==> src/design/weighted_center_of_mass_split_top_assert.svh <==
// assertion macros shared by the mass centroid rtl
// expects i_clk and i_rst_n in the scope where a macro is used
`ifndef WEIGHTED_CENTER_OF_MASS_SPLIT_TOP_ASSERT_SVH
`define WEIGHTED_CENTER_OF_MASS_SPLIT_TOP_ASSERT_SVH

// same-cycle implication
`define WCM_ASSERT_IMP(lbl, ante, cons) \
    lbl: assert property (@(posedge i_clk) disable iff (!i_rst_n) (ante) |-> (cons)) \
        else $error("wcm assertion failed");

// next-cycle implication
`define WCM_ASSERT_NXT(lbl, ante, cons) \
    lbl: assert property (@(posedge i_clk) disable iff (!i_rst_n) (ante) |=> (cons)) \
        else $error("wcm assertion failed");

`endif

==> src/design/wcm_pkg.sv <==
// types and constants of the mass weighted centroid block
// no dependencies; imported by every module of the block
`timescale 1ns / 1ps
`default_nettype none

package wcm_pkg;

    localparam int POS_W         = 20;
    localparam int RAD_W         = 12;
    localparam int TIME_W        = 32;
    localparam int MAX_PARTICLES = 256;
    localparam int CNT_W         = $clog2(MAX_PARTICLES + 1);

    localparam int NGRP  = 3;
    localparam int NAXIS = 3;
    localparam int NSUM  = NGRP * NAXIS;
    localparam int IDX_W = $clog2(NSUM);
    localparam int GRP_W = $clog2(NGRP);
    localparam int AX_W  = $clog2(NAXIS);

    localparam int GRP_ALL   = 0;
    localparam int GRP_SMALL = 1;
    localparam int GRP_LARGE = 2;

    localparam int SQ_W   = 2 * RAD_W;
    localparam int MASS_W = 3 * RAD_W;
    localparam int PROD_W = MASS_W + 1 + POS_W;
    localparam int WSUM_W = 64;
    localparam int MSUM_W = 44;

    // quotient magnitude never exceeds the position range
    localparam int Q_W    = POS_W;
    localparam int QCNT_W = $clog2(Q_W);
    localparam int REM_W  = WSUM_W - Q_W;

    localparam int FIFO_DEPTH = 2;
    localparam int FIFO_AW    = (FIFO_DEPTH > 1) ? $clog2(FIFO_DEPTH) : 1;

    typedef struct packed {
        logic signed [POS_W-1:0]  pos_x;
        logic signed [POS_W-1:0]  pos_y;
        logic signed [POS_W-1:0]  pos_z;
        logic        [RAD_W-1:0]  radius;
        logic        [TIME_W-1:0] frame_time;
        logic                     frame_last;
    } t_in_item;

    typedef struct packed {
        logic        [TIME_W-1:0] out_time;
        logic signed [POS_W-1:0]  all_x;
        logic signed [POS_W-1:0]  all_y;
        logic signed [POS_W-1:0]  all_z;
        logic signed [POS_W-1:0]  small_x;
        logic signed [POS_W-1:0]  small_y;
        logic signed [POS_W-1:0]  small_z;
        logic signed [POS_W-1:0]  large_x;
        logic signed [POS_W-1:0]  large_y;
        logic signed [POS_W-1:0]  large_z;
        logic        [NGRP-1:0]   empty_groups;
        logic                     overflow;
    } t_out_item;

    // one finished frame handed from the front to the back
    typedef struct packed {
        logic [NSUM-1:0][WSUM_W-1:0] wsum;
        logic [NGRP-1:0][MSUM_W-1:0] msum;
        logic [TIME_W-1:0]           frame_time;
        logic                        over;
    } t_frame;

    typedef struct packed {
        logic              start;
        logic [WSUM_W-1:0] num;
        logic [MSUM_W-1:0] den;
    } t_div_req;

    typedef struct packed {
        logic           busy;
        logic           done;
        logic [Q_W-1:0] quo;
    } t_div_rsp;

endpackage

`default_nettype wire

==> src/design/wcm_fifo.sv <==
// short queue of finished frames between the front and the back
// depends on wcm_pkg for the frame record type and depth
`timescale 1ns / 1ps
`default_nettype none
`include "weighted_center_of_mass_split_top_assert.svh"

module wcm_fifo (
    input  logic            i_clk,
    input  logic            i_rst_n,
    input  logic            i_push,
    input  wcm_pkg::t_frame i_wdata,
    output logic            o_full,
    input  logic            i_pop,
    output logic            o_empty,
    output wcm_pkg::t_frame o_head
);
    import wcm_pkg::*;

    t_frame             r_mem [FIFO_DEPTH];
    logic [FIFO_AW-1:0] r_wp;
    logic [FIFO_AW-1:0] r_rp;
    logic [FIFO_AW:0]   r_cnt;

    assign o_full  = (r_cnt == (FIFO_AW+1)'(FIFO_DEPTH));
    assign o_empty = (r_cnt == '0);
    assign o_head  = r_mem[r_rp];

    always_ff @(posedge i_clk) begin
        if (i_push) begin
            r_mem[r_wp] <= i_wdata;
        end
    end

    always_ff @(posedge i_clk) begin
        if (!i_rst_n) begin
            r_wp  <= '0;
            r_rp  <= '0;
            r_cnt <= '0;
        end else begin
            if (i_push) begin
                r_wp <= (r_wp == FIFO_AW'(FIFO_DEPTH-1)) ? '0 : r_wp + FIFO_AW'(1);
            end
            if (i_pop) begin
                r_rp <= (r_rp == FIFO_AW'(FIFO_DEPTH-1)) ? '0 : r_rp + FIFO_AW'(1);
            end
            if (i_push && !i_pop) begin
                r_cnt <= r_cnt + (FIFO_AW+1)'(1);
            end else if (i_pop && !i_push) begin
                r_cnt <= r_cnt - (FIFO_AW+1)'(1);
            end
        end
    end

    `WCM_ASSERT_IMP(a_push_not_full, i_push, !o_full)
    `WCM_ASSERT_IMP(a_pop_not_empty, i_pop, !o_empty)

endmodule

`default_nettype wire

==> config.mk <==
export PLATFORM = sky130hd
export DESIGN_NAME = wcm_fifo
export DESIGN_NICKNAME = d
export VERILOG_FILES = /design/src/design/wcm_pkg.sv /design/src/design/wcm_fifo.sv
export VERILOG_INCLUDE_DIRS = /design/src /design/src/design
export SDC_FILE = /design/constraint.sdc
export NUM_CORES = 1
export LEC_CHECK = 0
export BUFFER_PORTS_ARGS = -buffer_cell sky130_fd_sc_hd__buf_2
export CORE_AREA = 2 2 578 580
export DETAILED_ROUTE_END_ITERATION = 12
export DIE_AREA = 0 0 580 582
export SLEW_MARGIN = 10
export SYNTH_ARGS = -nofsm -noshare
export SYNTH_HDL_FRONTEND = slang
export SYNTH_SLANG_ARGS = --single-unit
==> constraint.sdc <==
create_clock -name i_clk -period 44.7 [get_ports i_clk]
set_clock_uncertainty 0.2 [all_clocks]
set_input_delay 6.705 -clock i_clk [delete_from_list [all_inputs] [get_ports i_clk]]
set_output_delay 6.705 -clock i_clk [all_outputs]
set_load 0.01 [all_outputs]
==> results of run 1 <==
[state kept, by name (all words and copies together), names as in the netlist, named ones only]
| name | count |
|---|---|
| r_mem | 1482 |
| r_cnt | 2 |
| r_rp | 1 |
| r_wp | 1 |
[path summary, 6_finish.rpt]
check                        to  startpoint  depth (start not counted)  slack (ps)
hold reg to reg        r_cnt[1]    r_cnt[1]                          2         370
setup reg to reg  r_mem[0][507]        r_wp                          6       38980
hold / removal         r_cnt[1]    r_cnt[1]                          2         370
setup / recovery    o_head[550]        flop                          5       32750
[tightest hold or removal path, cell delays in order (launching register included)]
cell and delay (ps):
dfxtp_1 330, o21ai_0 100, a21boi_0 90
[cell families after synthesis]
kind of cell | count (synthesis) | synth area share
buffers and inverters | 83 | 0.0106
flip-flops | 1487 | 0.832
XOR/XNOR | 3 | 0.000490
adder cells (fa/ha/maj) | 1 | 0.000233
AND/OR/NAND/NOR | 9 | 0.00100
AO/OA/AOI/OAI | 3 | 0.000373
multiplexers | 741 | 0.156
[report_power, final]
group | internal [mW] | switching, mW | total [mW]
logic | 0.142 | 0.235 | 0.377
registers | 1.62 | 0.0189 | 1.63
clock network | 0.790 | 0.588 | 1.38
[final cells by class]
cell class	count	area share
multi-input cells	757	0.118
diodes	98	0.00341
well taps	4387	0.0763
clock inverters	102	0.0147
repair buffers	1517	0.107
inverters	1	0.0000522
clock buffers	194	0.0604
flip-flops and latches	1487	0.620
[metal layers]
metal | global-route usage | up-vias | routed length (um)
li1 | - | 12700 | -
met1 | 0.163 | 15500 | 94600
met2 | 0.206 | 2085 | 104000
met3 | 0.0876 | 675 | 37000
met4 | 0.0426 | 154 | 9220
met5 | 0 | - | 1040
[cells in the final DEF, fill, tap and decap left out, types with 9 or more instances in the layout]
cell,count
diode_2,98
clkinv_2,23
buf_2,1487
clkinvlp_4,9
clkbuf_1,24
clkbuf_16,170
bufinv_16,15
mux2_2,741
edfxtp_1,1482
buf_4,25
clkinv_1,32
inv_6,13
[cells in the mapped netlist (all sizes together)]
library cell	n	share of area
xnor2	1	0.00016
nor2b	3	0.00035
edfxtp	1482	0.83
buf	82	0.011
inv	1	0.000070
a21boi	1	0.00014
o21ai	1	0.000093
and2	4	0.00047
ha	1	0.00023
nor2	1	0.000070
o21a	1	0.00014
or3	1	0.00012
xor2	2	0.00033
dfxtp	5	0.0019
mux2	741	0.16
[per-stage QoR]
step                      hold WS, ps  cells
final                             366   8543
after global routing              391   8486
after detailed placement          367   8149
after global placement            288   8149
after CTS                         376   8445
after floorplan                   273   2327
==> flow_summary.ini, run 1 <==
[setup_path]
cp.arrival_ps = 5040
worst_path_largest_cell_delay_ps = 1000
cp_num_buf_inv = 4
crit_path_max_fanout = 136
worstPathCellList = buf_12 > buf_4 > buf_4 > mux2_2 > buf_2
cpMaxStageDelayCell = buf_4
worst_path_dominant_cell_family = buffers and inverters
path_class = reg -> out
cp_data_required_time_ps = 37790
worst_setup_path_start_kind = flop
critPathMostFrequentCell = buf_4
critical_path.endpoint_type = output pin

[drt]
initialDrtViolationCount = 2583
wl_per_cell_um = 28.8
route.final.wire_length_um = 246000
drt-vias-per-instance = 3.64
via_count = 31100
route.antenna.remaining_nets = 0
drt_pass1_iterations = 5
remaining_drc_errors = 0

[min_path]
hold_path.class = reg -> reg

[global_route]
maximum_number_of_pins_on_one_net_before_global_route_repair = 151
grt_pass1_wl_um = 306000
grt_use_total = 0.139
grt_pass1_vias = 30400
grt_overflow_total = 0
antenna_found_initial = 316

[timing]
timing.final.crit_share = 0.267
final_critical_path_setup_slack_ps = 32750
timing_hold_violations_final = 0
max_slew_margin = 0.214
drv_slew = 0
final.min_clock_period_ps = 11950
setup_viol = 0
totalNegativeSetupSlack_ps = 0
fmax_ghz = 0.0837
grt_setup_unrepaired = no
worst_pin_slew_ps = 1180

[outcome]
run_status = complete, no violations

[floorplan]
effective_utilization_at_floorplan = 0.162
ios = 1488
die_height_um = 582
die_w_um = 580
placement_rows = 212
fp.coreArea_mm2 = 0.332
die_area_mm2 = 0.338

[clocking]
ctsHtreeMaxLevel = 4
clock-sinks = 1487
cts_inserted_buffers = 169
clock_insertion_delay_worst_skew_ps = 860
clock_tree_from_tritoncts = yes
ctsRootBufferMaster = clkbuf_16
cts_post_setup_buffers_inserted = 0
cts.reportedPaths.clkPinSlew_ps = 60
clockBufferDepth = 4
cts-hold-fix-buffers = 0
cts.repair.resized = 0

[yosys]
synth.net_count = 3073
mappedNetlistArea_mm2 = 0.0536
synth.ff_latch_count = 1487
yosysWarningCount = 0
synthCells = 2327
yosysSeqAreaShare = 0.832
netlist-cell-type-count = 17
post_synth.cell_area_avg_um2 = 23.0

[finish]
area_of_combinational_cells_with_multiple_inputs_mm2 = 0.00847
final_layout_size_suffix_gt1_frac = 0.616
final_design_area_no_fill_mm2 = 0.0719
area.sequential_mm2 = 0.0446
area.growth.synth_to_final_pct = 34.2
utilization = 0.217
filler_cell_count = 34800
num-nets-final = 4679

[place]
globalplace.congestion = 0.920
worst_setup_slack_post_dpl_ps = 32470
post-dp-hpwl_um = 200000
post_dp_cell_area_mm2 = 0.0663
port_buffers = 1487

[power]
pwr_density_cell_mw_per_mm2 = 47.1
design_power_total_mw = 3.39
leak_pwr_nw = 25.4
vdd.ir_drop.worst_mv = 0.0362

[run]
max-cap-violations = 0
(Power assumes the default switching activity.)
==> inputs of run 2 (changes only) <==
--- a/config.mk
+++ b/config.mk
@@ -7,9 +7,9 @@
 export NUM_CORES = 1
 export LEC_CHECK = 0
 export BUFFER_PORTS_ARGS = -buffer_cell sky130_fd_sc_hd__buf_2
-export CORE_AREA = 2 2 578 580
+export CORE_AREA = 2 2 579 581
 export DETAILED_ROUTE_END_ITERATION = 12
-export DIE_AREA = 0 0 580 582
+export DIE_AREA = 0 0 581 583
 export SLEW_MARGIN = 10
 export SYNTH_ARGS = -nofsm -noshare
 export SYNTH_HDL_FRONTEND = slang
==> constraint.sdc (replaced) <==
create_clock -name i_clk -period 9.8 [get_ports i_clk]
set_clock_uncertainty 0.2 [all_clocks]
set_input_delay 1.47 -clock i_clk [delete_from_list [all_inputs] [get_ports i_clk]]
set_output_delay 1.47 -clock i_clk [all_outputs]
set_load 0.01 [all_outputs]
==> run 2 against run 1 <==
Critical path depth is 1 lower. Die area is 0.34% higher. Flip-flop and latch count is the same. Largest power group unchanged. First-iteration DRC count down 13%. Clock-buffer cell count grew 3. Critical endpoint is now o_head[350]. Utilization is 0.097 points higher. Largest cell class unchanged. Cell count decreased by 0.15%. Global-route usage down 0.78 points. Setup slack worse by 28000 ps. Register-to-register slack got worse by 32000 ps.
==> flow_summary.ini, run 2 (synthesized netlist as in run 1, its figures left out) <==
[drt]
route.final.wire_length_um = 233000
wl_per_cell_um = 27.3
via_count = 30700
drt_pass1_iterations = 6
drt-vias-per-instance = 3.60
route.antenna.remaining_nets = 0
initialDrtViolationCount = 2259
remaining_drc_errors = 0

[global_route]
grt_pass1_vias = 30300
grt_use_total = 0.131
grt_overflow_total = 0
antenna_found_initial = 286
grt_pass1_wl_um = 294000
maximum_number_of_pins_on_one_net_before_global_route_repair = 147

[outcome]
run_status = complete, no violations

[floorplan]
ios = 1488
die_height_um = 583
placement_rows = 212
fp.coreArea_mm2 = 0.332
die_area_mm2 = 0.339
die_w_um = 581
effective_utilization_at_floorplan = 0.161

[clocking]
clockBufferDepth = 4
clock_tree_from_tritoncts = yes
clock-sinks = 1487
cts.reportedPaths.clkPinSlew_ps = 60
ctsHtreeMaxLevel = 4
cts-hold-fix-buffers = 0
clock_insertion_delay_worst_skew_ps = 830
cts_post_setup_buffers_inserted = 0
ctsRootBufferMaster = clkbuf_16
cts_inserted_buffers = 176
cts.repair.resized = 0

[finish]
utilization = 0.218
layout_commonest_cell = buf_2
num-nets-final = 4683
biggestRegsByFlops = r_mem: 1482 flops, r_cnt: 2 flops
final_layout_size_suffix_gt1_frac = 0.617
area.growth.synth_to_final_pct = 35.0
most-common-layout-cells = buf_2 (1487), edfxtp_1 (1482), mux2_2 (741), clkbuf_16 (178), clkinv_1 (39)
largest_reg_flops = 1482
largest_register = r_mem

[power]
pwr_density_cell_mw_per_mm2 = 218
leak_pwr_nw = 25.7
design_power_total_mw = 15.8
vdd.ir_drop.worst_mv = 0.173

[place]
globalplace.congestion = 0.977
port_buffers = 1487
post-dp-hpwl_um = 187000

[timing]
timing_hold_violations_final = 0
fmax_ghz = 0.185
setup_viol = 0
max_slew_margin = 0.210
timing.final.crit_share = 0.552
drv_slew = 0
final.min_clock_period_ps = 5410
grt_setup_unrepaired = no
worst_pin_slew_ps = 1180

[setup_path]
worst_path_largest_cell_delay_ps = 790
critPathMostFrequentCell = buf_12
worstPathCellList = buf_12 > buf_12 > mux2_2 > buf_2
path_class = reg -> out
worst_path_dominant_cell_family = buffers and inverters
cp_data_required_time_ps = 8130
cpMaxStageDelayCell = dfxtp_4
crit_path_max_fanout = 146
reg2reg_from = r_wp
cp.arrival_ps = 3740
critical_path.endpoint_type = output pin
cp_num_buf_inv = 3
worst_setup_path_start_kind = flop

[min_path]
hold_path_startpoint = r_cnt[1]
hold_path.class = reg -> reg

[run]
max-cap-violations = 0
## run 2: where the power goes
part	total, mW	switching (mW)	internal, mW
Combinational	1.70	1.05	0.654
Clock	6.63	2.74	3.89
Sequential	7.45	0.0824	7.37
Total	15.8	3.87	11.9
## run 2: metal layers
layer	up-vias	wire [um]	GRT usage
met5	-	774	0
met4	120	8270	0.0377
met3	655	30400	0.0696
met2	2008	105000	0.208
met1	15300	88300	0.151
li1	12700	-	-
## run 2: metrics by stage
step           setup TNS (ps)  std cells  setup slack, ps  instance area [um2]  hold slack, ps
6_report                    0       8530             4390                72400             328
3_5_place_dp                0       8146             5340                66400             321
4_1_cts                     0       8462             4380                72200             330
5_1_grt                     0       8485             4210                72300             382
3_3_place_gp                0       8146             5410                66400             287
2_1_floorplan        -3532100       2327            -3370                53600             273
## run 2: tightest hold or removal path, stage by stage, from the launching register on
cell	delay [ps]
dfxtp_1	320
o21ai_0	80
a21boi_0	80
## run 2: layout make-up
class / instances / area [um2]
multi-input combinational: 757 / 8470
timing repair buffer: 1514 / 7830
clock buffer: 197 / 4530
inverter: 1 / 3.75
sequential: 1487 / 44600
clock inverter: 119 / 1290
tap: 4387 / 5490
antenna: 68 / 170
fill: 34800 / 260000
## run 2: path summary, 6_finish.rpt
kind | endpoint | slack [ps] | cells past startpoint
setup / recovery | o_head[350] | 4390 | 4
hold / removal | r_cnt[1] | 330 | 2
setup reg to reg | r_mem[1][65] | 6650 | 3
hold reg to reg | r_cnt[1] | 330 | 2
