$ cat src/design/weighted_center_of_mass_split_top_assert.svh
// assertion macros shared by the mass centroid rtl
// expects i_clk and i_rst_n in the scope where a macro is used
`ifndef WEIGHTED_CENTER_OF_MASS_SPLIT_TOP_ASSERT_SVH
`define WEIGHTED_CENTER_OF_MASS_SPLIT_TOP_ASSERT_SVH

// same-cycle implication
`define WCM_ASSERT_IMP(lbl, ante, cons) \
    lbl: assert property (@(posedge i_clk) disable iff (!i_rst_n) (ante) |-> (cons)) \
        else $error("wcm assertion failed");

// next-cycle implication
`define WCM_ASSERT_NXT(lbl, ante, cons) \
    lbl: assert property (@(posedge i_clk) disable iff (!i_rst_n) (ante) |=> (cons)) \
        else $error("wcm assertion failed");

`endif

$ cat src/design/wcm_pkg.sv
// types and constants of the mass weighted centroid block
// no dependencies; imported by every module of the block
`timescale 1ns / 1ps
`default_nettype none

package wcm_pkg;

    localparam int POS_W         = 20;
    localparam int RAD_W         = 12;
    localparam int TIME_W        = 32;
    localparam int MAX_PARTICLES = 256;
    localparam int CNT_W         = $clog2(MAX_PARTICLES + 1);

    localparam int NGRP  = 3;
    localparam int NAXIS = 3;
    localparam int NSUM  = NGRP * NAXIS;
    localparam int IDX_W = $clog2(NSUM);
    localparam int GRP_W = $clog2(NGRP);
    localparam int AX_W  = $clog2(NAXIS);

    localparam int GRP_ALL   = 0;
    localparam int GRP_SMALL = 1;
    localparam int GRP_LARGE = 2;

    localparam int SQ_W   = 2 * RAD_W;
    localparam int MASS_W = 3 * RAD_W;
    localparam int PROD_W = MASS_W + 1 + POS_W;
    localparam int WSUM_W = 64;
    localparam int MSUM_W = 44;

    // quotient magnitude never exceeds the position range
    localparam int Q_W    = POS_W;
    localparam int QCNT_W = $clog2(Q_W);
    localparam int REM_W  = WSUM_W - Q_W;

    localparam int FIFO_DEPTH = 2;
    localparam int FIFO_AW    = (FIFO_DEPTH > 1) ? $clog2(FIFO_DEPTH) : 1;

    typedef struct packed {
        logic signed [POS_W-1:0]  pos_x;
        logic signed [POS_W-1:0]  pos_y;
        logic signed [POS_W-1:0]  pos_z;
        logic        [RAD_W-1:0]  radius;
        logic        [TIME_W-1:0] frame_time;
        logic                     frame_last;
    } t_in_item;

    typedef struct packed {
        logic        [TIME_W-1:0] out_time;
        logic signed [POS_W-1:0]  all_x;
        logic signed [POS_W-1:0]  all_y;
        logic signed [POS_W-1:0]  all_z;
        logic signed [POS_W-1:0]  small_x;
        logic signed [POS_W-1:0]  small_y;
        logic signed [POS_W-1:0]  small_z;
        logic signed [POS_W-1:0]  large_x;
        logic signed [POS_W-1:0]  large_y;
        logic signed [POS_W-1:0]  large_z;
        logic        [NGRP-1:0]   empty_groups;
        logic                     overflow;
    } t_out_item;

    // one finished frame handed from the front to the back
    typedef struct packed {
        logic [NSUM-1:0][WSUM_W-1:0] wsum;
        logic [NGRP-1:0][MSUM_W-1:0] msum;
        logic [TIME_W-1:0]           frame_time;
        logic                        over;
    } t_frame;

    typedef struct packed {
        logic              start;
        logic [WSUM_W-1:0] num;
        logic [MSUM_W-1:0] den;
    } t_div_req;

    typedef struct packed {
        logic           busy;
        logic           done;
        logic [Q_W-1:0] quo;
    } t_div_rsp;

endpackage

`default_nettype wire

$ cat src/design/wcm_div.sv
// signed by unsigned restoring divider, one quotient bit per cycle
// depends on wcm_pkg; quotient truncates toward zero
`timescale 1ns / 1ps
`default_nettype none
`include "weighted_center_of_mass_split_top_assert.svh"

module wcm_div (
    input  logic              i_clk,
    input  logic              i_rst_n,
    input  wcm_pkg::t_div_req i_req,
    output wcm_pkg::t_div_rsp o_rsp
);
    import wcm_pkg::*;

    logic              r_busy;
    logic              r_done;
    logic [QCNT_W-1:0] r_cnt;
    logic              r_neg;
    logic [REM_W-1:0]  r_rem;
    logic [Q_W-1:0]    r_low;
    logic [Q_W-1:0]    r_quo;
    logic [MSUM_W-1:0] r_den;

    logic [WSUM_W-1:0] w_mag;
    logic [REM_W:0]    w_trial;
    logic [REM_W:0]    w_diff;
    logic              w_ge;

    assign w_mag = i_req.num[WSUM_W-1] ? (~i_req.num + WSUM_W'(1)) : i_req.num;

    // remainder stays below the divisor, so only the top trial bit can spill
    assign w_trial = {r_rem, r_low[Q_W-1]};
    assign w_ge    = (w_trial >= (REM_W+1)'(r_den));
    assign w_diff  = w_trial - (REM_W+1)'(r_den);

    always_ff @(posedge i_clk) begin
        if (!i_rst_n) begin
            r_busy <= 1'b0;
            r_done <= 1'b0;
            r_cnt  <= '0;
        end else begin
            r_done <= 1'b0;
            if (i_req.start) begin
                r_busy <= 1'b1;
                r_cnt  <= '0;
            end else if (r_busy) begin
                if (r_cnt == QCNT_W'(Q_W-1)) begin
                    r_busy <= 1'b0;
                    r_done <= 1'b1;
                end else begin
                    r_cnt <= r_cnt + QCNT_W'(1);
                end
            end
        end
    end

    always_ff @(posedge i_clk) begin
        if (i_req.start) begin
            r_neg <= i_req.num[WSUM_W-1];
            r_rem <= w_mag[WSUM_W-1:Q_W];
            r_low <= w_mag[Q_W-1:0];
            r_den <= i_req.den;
        end else if (r_busy) begin
            r_rem <= w_ge ? w_diff[REM_W-1:0] : w_trial[REM_W-1:0];
            r_low <= {r_low[Q_W-2:0], 1'b0};
            r_quo <= {r_quo[Q_W-2:0], w_ge};
        end
    end

    assign o_rsp.busy = r_busy;
    assign o_rsp.done = r_done;
    assign o_rsp.quo  = r_neg ? (~r_quo + Q_W'(1)) : r_quo;

    `WCM_ASSERT_IMP(a_start_when_idle, i_req.start, !r_busy)
    `WCM_ASSERT_NXT(a_busy_after_start, i_req.start, r_busy)

endmodule

`default_nettype wire

$ cat src/design/wcm_back.sv
// back part: divides the nine sums of the head frame (zero for an empty group) and emits the result
// depends on wcm_pkg and wcm_div; holds the output register
`timescale 1ns / 1ps
`default_nettype none
`include "weighted_center_of_mass_split_top_assert.svh"

module wcm_back (
    input  logic               i_clk,
    input  logic               i_rst_n,
    input  logic               i_q_empty,
    input  wcm_pkg::t_frame    i_q_head,
    output logic               o_q_pop,
    output logic               o_out_valid,
    input  logic               i_out_ready,
    output wcm_pkg::t_out_item o_out_data
);
    import wcm_pkg::*;

    localparam logic [1:0] ST_IDLE  = 2'd0;
    localparam logic [1:0] ST_START = 2'd1;
    localparam logic [1:0] ST_WAIT  = 2'd2;
    localparam logic [1:0] ST_EMIT  = 2'd3;

    logic [1:0]       r_state, n_state;
    logic [IDX_W-1:0] r_idx, n_idx;
    logic [GRP_W-1:0] r_grp, n_grp;
    logic [AX_W-1:0]  r_ax, n_ax;
    logic [NSUM-1:0][POS_W-1:0] r_res;
    logic             r_out_vld;
    t_out_item        r_out, n_out;

    t_div_req          w_req;
    t_div_rsp          w_rsp;
    logic [MSUM_W-1:0] w_den;
    logic              w_den_zero;
    logic              w_step;
    logic              w_res_we;
    logic [POS_W-1:0]  w_res_val;
    logic              w_out_free;
    logic              w_pop;
    logic [NGRP-1:0]   w_empty;

    assign w_den      = i_q_head.msum[r_grp];
    assign w_den_zero = (w_den == '0);
    assign w_out_free = !r_out_vld || i_out_ready;
    assign w_pop      = (r_state == ST_EMIT) && w_out_free;
    assign o_q_pop    = w_pop;

    assign w_req.start = (r_state == ST_START) && !w_den_zero;
    assign w_req.num   = i_q_head.wsum[r_idx];
    assign w_req.den   = w_den;

    wcm_div u_div (
        .i_clk   (i_clk),
        .i_rst_n (i_rst_n),
        .i_req   (w_req),
        .o_rsp   (w_rsp)
    );

    always_comb begin
        n_state   = r_state;
        n_idx     = r_idx;
        n_grp     = r_grp;
        n_ax      = r_ax;
        w_step    = 1'b0;
        w_res_we  = 1'b0;
        w_res_val = w_rsp.quo;
        case (r_state)
            ST_IDLE: begin
                if (!i_q_empty) begin
                    n_state = ST_START;
                    n_idx   = '0;
                    n_grp   = '0;
                    n_ax    = '0;
                end
            end
            ST_START: begin
                // an empty group yields zero without a division
                if (w_den_zero) begin
                    w_step    = 1'b1;
                    w_res_we  = 1'b1;
                    w_res_val = '0;
                end else begin
                    n_state = ST_WAIT;
                end
            end
            ST_WAIT: begin
                if (w_rsp.done) begin
                    w_step   = 1'b1;
                    w_res_we = 1'b1;
                end
            end
            ST_EMIT: begin
                if (w_out_free) begin
                    n_state = ST_IDLE;
                end
            end
            default: begin
                n_state = ST_IDLE;
            end
        endcase
        if (w_step) begin
            if (r_idx == IDX_W'(NSUM-1)) begin
                n_state = ST_EMIT;
            end else begin
                n_state = ST_START;
                n_idx   = r_idx + IDX_W'(1);
                if (r_ax == AX_W'(NAXIS-1)) begin
                    n_ax  = '0;
                    n_grp = r_grp + GRP_W'(1);
                end else begin
                    n_ax = r_ax + AX_W'(1);
                end
            end
        end
    end

    always_ff @(posedge i_clk) begin
        if (!i_rst_n) begin
            r_state <= ST_IDLE;
            r_idx   <= '0;
            r_grp   <= '0;
            r_ax    <= '0;
        end else begin
            r_state <= n_state;
            r_idx   <= n_idx;
            r_grp   <= n_grp;
            r_ax    <= n_ax;
        end
    end

    always_ff @(posedge i_clk) begin
        if (w_res_we) begin
            r_res[r_idx] <= w_res_val;
        end
    end

    always_comb begin
        for (int g = 0; g < NGRP; g++) begin
            w_empty[g] = (i_q_head.msum[g] == '0);
        end
        n_out.out_time     = i_q_head.frame_time;
        n_out.all_x        = r_res[GRP_ALL*NAXIS+0];
        n_out.all_y        = r_res[GRP_ALL*NAXIS+1];
        n_out.all_z        = r_res[GRP_ALL*NAXIS+2];
        n_out.small_x      = r_res[GRP_SMALL*NAXIS+0];
        n_out.small_y      = r_res[GRP_SMALL*NAXIS+1];
        n_out.small_z      = r_res[GRP_SMALL*NAXIS+2];
        n_out.large_x      = r_res[GRP_LARGE*NAXIS+0];
        n_out.large_y      = r_res[GRP_LARGE*NAXIS+1];
        n_out.large_z      = r_res[GRP_LARGE*NAXIS+2];
        n_out.empty_groups = w_empty;
        n_out.overflow     = i_q_head.over;
    end

    always_ff @(posedge i_clk) begin
        if (!i_rst_n) begin
            r_out_vld <= 1'b0;
        end else if (w_pop) begin
            r_out_vld <= 1'b1;
        end else if (i_out_ready) begin
            r_out_vld <= 1'b0;
        end
    end

    always_ff @(posedge i_clk) begin
        if (w_pop) begin
            r_out <= n_out;
        end
    end

    assign o_out_valid = r_out_vld;
    assign o_out_data  = r_out;

    `WCM_ASSERT_IMP(a_div_only_in_wait, w_rsp.busy || w_rsp.done, r_state == ST_WAIT)
    `WCM_ASSERT_NXT(a_pop_loads_output, w_pop, r_out_vld)

endmodule

`default_nettype wire

$ cat config.mk
export PLATFORM = sky130hd
export DESIGN_NAME = wcm_back
export DESIGN_NICKNAME = d
export VERILOG_FILES = /design/src/design/wcm_pkg.sv /design/src/design/wcm_div.sv /design/src/design/wcm_back.sv
export VERILOG_INCLUDE_DIRS = /design/src /design/src/design
export SDC_FILE = /design/constraint.sdc
export NUM_CORES = 1
export LEC_CHECK = 0
export ABC_AREA = 0
export BUFFER_PORTS_ARGS = -buffer_cell sky130_fd_sc_hd__buf_4
export CAP_MARGIN = 20
export CORE_AREA = 5 5 369 371
export CTS_CLUSTER_SIZE = 8
export DETAILED_ROUTE_END_ITERATION = 7
export DIE_AREA = 0 0 374 376
export RECOVER_POWER = 100
export SLEW_MARGIN = 30
export SYNTH_ARGS = -nofsm -noshare
export SYNTH_HDL_FRONTEND = slang
export SYNTH_SLANG_ARGS = --single-unit
$ cat constraint.sdc
create_clock -name i_clk -period 20.5 [get_ports i_clk]
set_clock_uncertainty 0.15 [all_clocks]
set_input_delay 3.075 -clock i_clk [delete_from_list [all_inputs] [get_ports i_clk]]
set_output_delay 3.075 -clock i_clk [all_outputs]
set_load 0.01 [all_outputs]
==> impl_metrics.py <==
metrics = {
    "run_status": {
        "status": "finished with violations",
        "violations": "capacitance limit, slew limit",
    },
    "clock_tree": {
        "htreeDepth": 3,
        "cts_buffers": 79,
        "cts_hold_buf": 0,
        "path_clk_slew_ns": 0.06,
        "post_cts_buffers": 0,
        "cts_tree": "yes",
        "cts.sinks": 543,
        "clockBufferDepth": 3,
        "clk_latency_ns": 0.66,
        "cts_resized": 0,
        "clock-root-buffer": "clkbuf_16",
    },
    "yosys": {
        "ys_warn_count": 0,
        "async_reset_ff_share_pct": 0,
        "ys_types": 89,
        "yosysSeqAreaShare_pct": 54.9,
        "synthFlopType": "edfxtp_1",
        "synth_top_area_cell": "edfxtp_1",
        "synth.area.top_cells": "edfxtp_1, mux2i_1, o221ai_1, ha_1, xor2_1",
        "synth_nets": 3202,
        "syn_avg_cell_area_sq_um": 12.2,
        "synth_edf_count": 525,
        "syn_inst": 2401,
        "ys_seq_elements": 543,
        "synth_top_area_share_pct": 53.6,
        "syn_area_sq_um": 29400,
    },
    "power": {
        "irDropWorstVdd_v": 0.0000607,
        "totalPowerFinal_mw": 3.83,
        "pwr_density_cell_nw_per_um2": 96.5,
        "power_leakage_nw": 14.2,
    },
    "route": {
        "wl_um": 157000,
        "drtPass1Iterations": 7,
        "via_count": 25138,
        "via_per_inst": 4.86,
        "first_iter_violations": 2300,
        "wl_per_cell_um": 30.5,
        "final_antenna_net_count": 0,
        "drc": 0,
    },
    "critical_path": {
        "reg2reg_to": "u_div.r_rem[22]",
        "critical_path_class": "in -> reg",
        "end_kind": "flip-flop",
        "startpoint_type": "input port",
        "ff2ff_path_depth": 13,
        "crit_required_ns": 20.81,
        "r2r_slack_ns": 10.80,
        "r2r_start": "r_grp[0]",
        "critical_path.max_fanout": 77,
        "crit_end": "u_div.r_rem[22]",
        "crit_start": "i_q_head[45]",
        "critical_path_arrival_ns": 11.05,
    },
    "sta": {
        "setup_tns_ns": 0,
        "maxSlewViolCount": 599,
        "period_needed_ns": 10.74,
        "timing.final.crit_share_pct": 52.4,
        "setup_viol": 0,
        "rsz0062_at_grt": "false",
        "hold_slack_ns": 0.259,
        "setup_slack_ns": 9.76,
        "hold_viol": 0,
        "slew_headroom_pct": -172,
        "max_freq_mhz": 93.1,
        "worst_pin_slew_ns": 4.08,
    },
    "place": {
        "port-buffer-count": 962,
        "placed_cell_area_sq_um": 38500,
        "dp.cells": 5018,
        "dp_hpwl_um": 129000,
        "pre_cts_ws_ns": 12.76,
        "place.gp.congestion": 0.973,
    },
    "floorplan": {
        "die_w_um": 374,
        "io_pins": 963,
        "num_rows": 134,
        "die_area_sq_um": 141000,
        "coreArea_sq_um": 133000,
        "die_y_um": 376,
        "start_util_pct": 22.2,
    },
    "global_routing": {
        "grt_antenna_before_repair": 96,
        "grt_pass1_wl_um": 207000,
        "grt_max_degree": 82,
        "grt_pass1_vias": 24852,
        "overflow": 0,
        "grt_use_total_pct": 21.1,
    },
    "layout": {
        "nets": 4133,
        "fin_util_pct": 30.0,
        "fillCellCount": 13857,
        "finalInstanceArea_sq_um": 39700,
        "final_cell_mix": "buf_4, edfxtp_1, mux2i_1, clkbuf_1, nor2_1",
        "instances_no_fill": 5168,
        "final_layout_size_suffix_gt1_share_pct": 26.5,
        "multi_input_area_sq_um": 12100,
        "layout_commonest_cell": "buf_4",
        "seqCellArea_sq_um": 16100,
        "syn2layout_area_growth_pct": 35.2,
    },
    "worst_hold_path": {
        "hold_path.class": "reg -> reg",
    },
    "flow_run": {
        "cap_violations": 14,
    },
}
[flip-flops by register name, indices dropped and copies added (netlist names), named ones only]
name and cells:
o_out_data 216, n_out 180, u_div.r_den 44, u_div.r_rem 44, u_div.r_low 20, u_div.r_quo 20
u_div.r_cnt 5, r_idx 3, r_ax 2, r_grp 2, r_state 2, o_out_valid 1
u_div.r_busy 1, u_div.r_done 1, u_div.r_neg 1
[report_power, final]
| group | internal [mW] | switching [mW] | total (mW) | leakage, nW |
|---|---|---|---|---|
| clock network | 0.696 | 0.479 | 1.17 | 1.06 |
| registers | 1.41 | 0.0615 | 1.47 | 4.92 |
| logic | 0.485 | 0.705 | 1.19 | 8.17 |
| total | 2.59 | 1.25 | 3.83 | 14.2 |
[metal layers]
layer / vias up / GRT usage [%] / part of all wire (%)
met5: - / 0 / 0.063
met2: 1309 / 35.3 / 48
li1: 11303 / - / -
met3: 244 / 4.42 / 8.0
met1: 12268 / 26.7 / 40
met4: 14 / 8.38 / 3.7
[critical path, stage by stage]
cell and delay, ns:
clkbuf_1 0.17, mux2i_1 0.12, o2bb2ai_1 0.30, nor2_1 0.08, or4b_1 0.21, nor4_1 0.12, clkbuf_1 0.22, nor2b_4 0.13
clkbuf_1 2.67, clkbuf_1 3.04, a311oi_1 0.43, a21oi_1 0.33
[logic make-up after synthesis]
kind of cell | synth area share [%]
DFF | 54.9
adders and majority gates | 2.41
AOI/OAI and AO/OA | 13.7
muxes | 12.2
xor gates and xnor gates | 3.07
buffers and inverters | 4.06
and+or+nand+nor | 9.67
[worst min-delay path by stage]
stage,to,cells after the start,start
floorplan,o_out_data[100],0,n_out[100]
global placement,o_out_data[118],0,n_out[118]
detailed placement,o_out_data[120],0,n_out[120]
CTS,o_out_data[23],0,n_out[23]
global route,o_out_data[179],0,n_out[179]
finish,o_out_data[179],0,n_out[179]
[area by class of cell]
class	count	share of cell area, %
Inverter	101	0.954
Timing Repair Buffer	1006	16.6
Antenna cell	44	0.277
Sequential cell	543	40.6
Clock inverter	11	0.397
Tap cell	1768	5.57
Multi-Input combinational cell	1601	30.5
Clock buffer	94	5.12
[cells in the mapped netlist, drive strengths merged, types with 13 or more instances]
cell type and instances:
buf 96, o31ai 13, o22ai 26, dfxtp 18, mux2 16, a211oi 23
o221ai 84, a21oi 110, a21o 16, clkbuf 60, o21a 26, nand3 41
edfxtp 525, xnor2 29, nand4 29, and3 25, nor2b 25, ha 55
nor2 113, o2bb2ai 41, inv 98, nand2 102, a41oi 15, xor2 74
nand3b 17, and2 19, o21ai 90, a31oi 33, mux2i 327, nor3 15
nor4 47
Power figures use the tool's default switching activity.
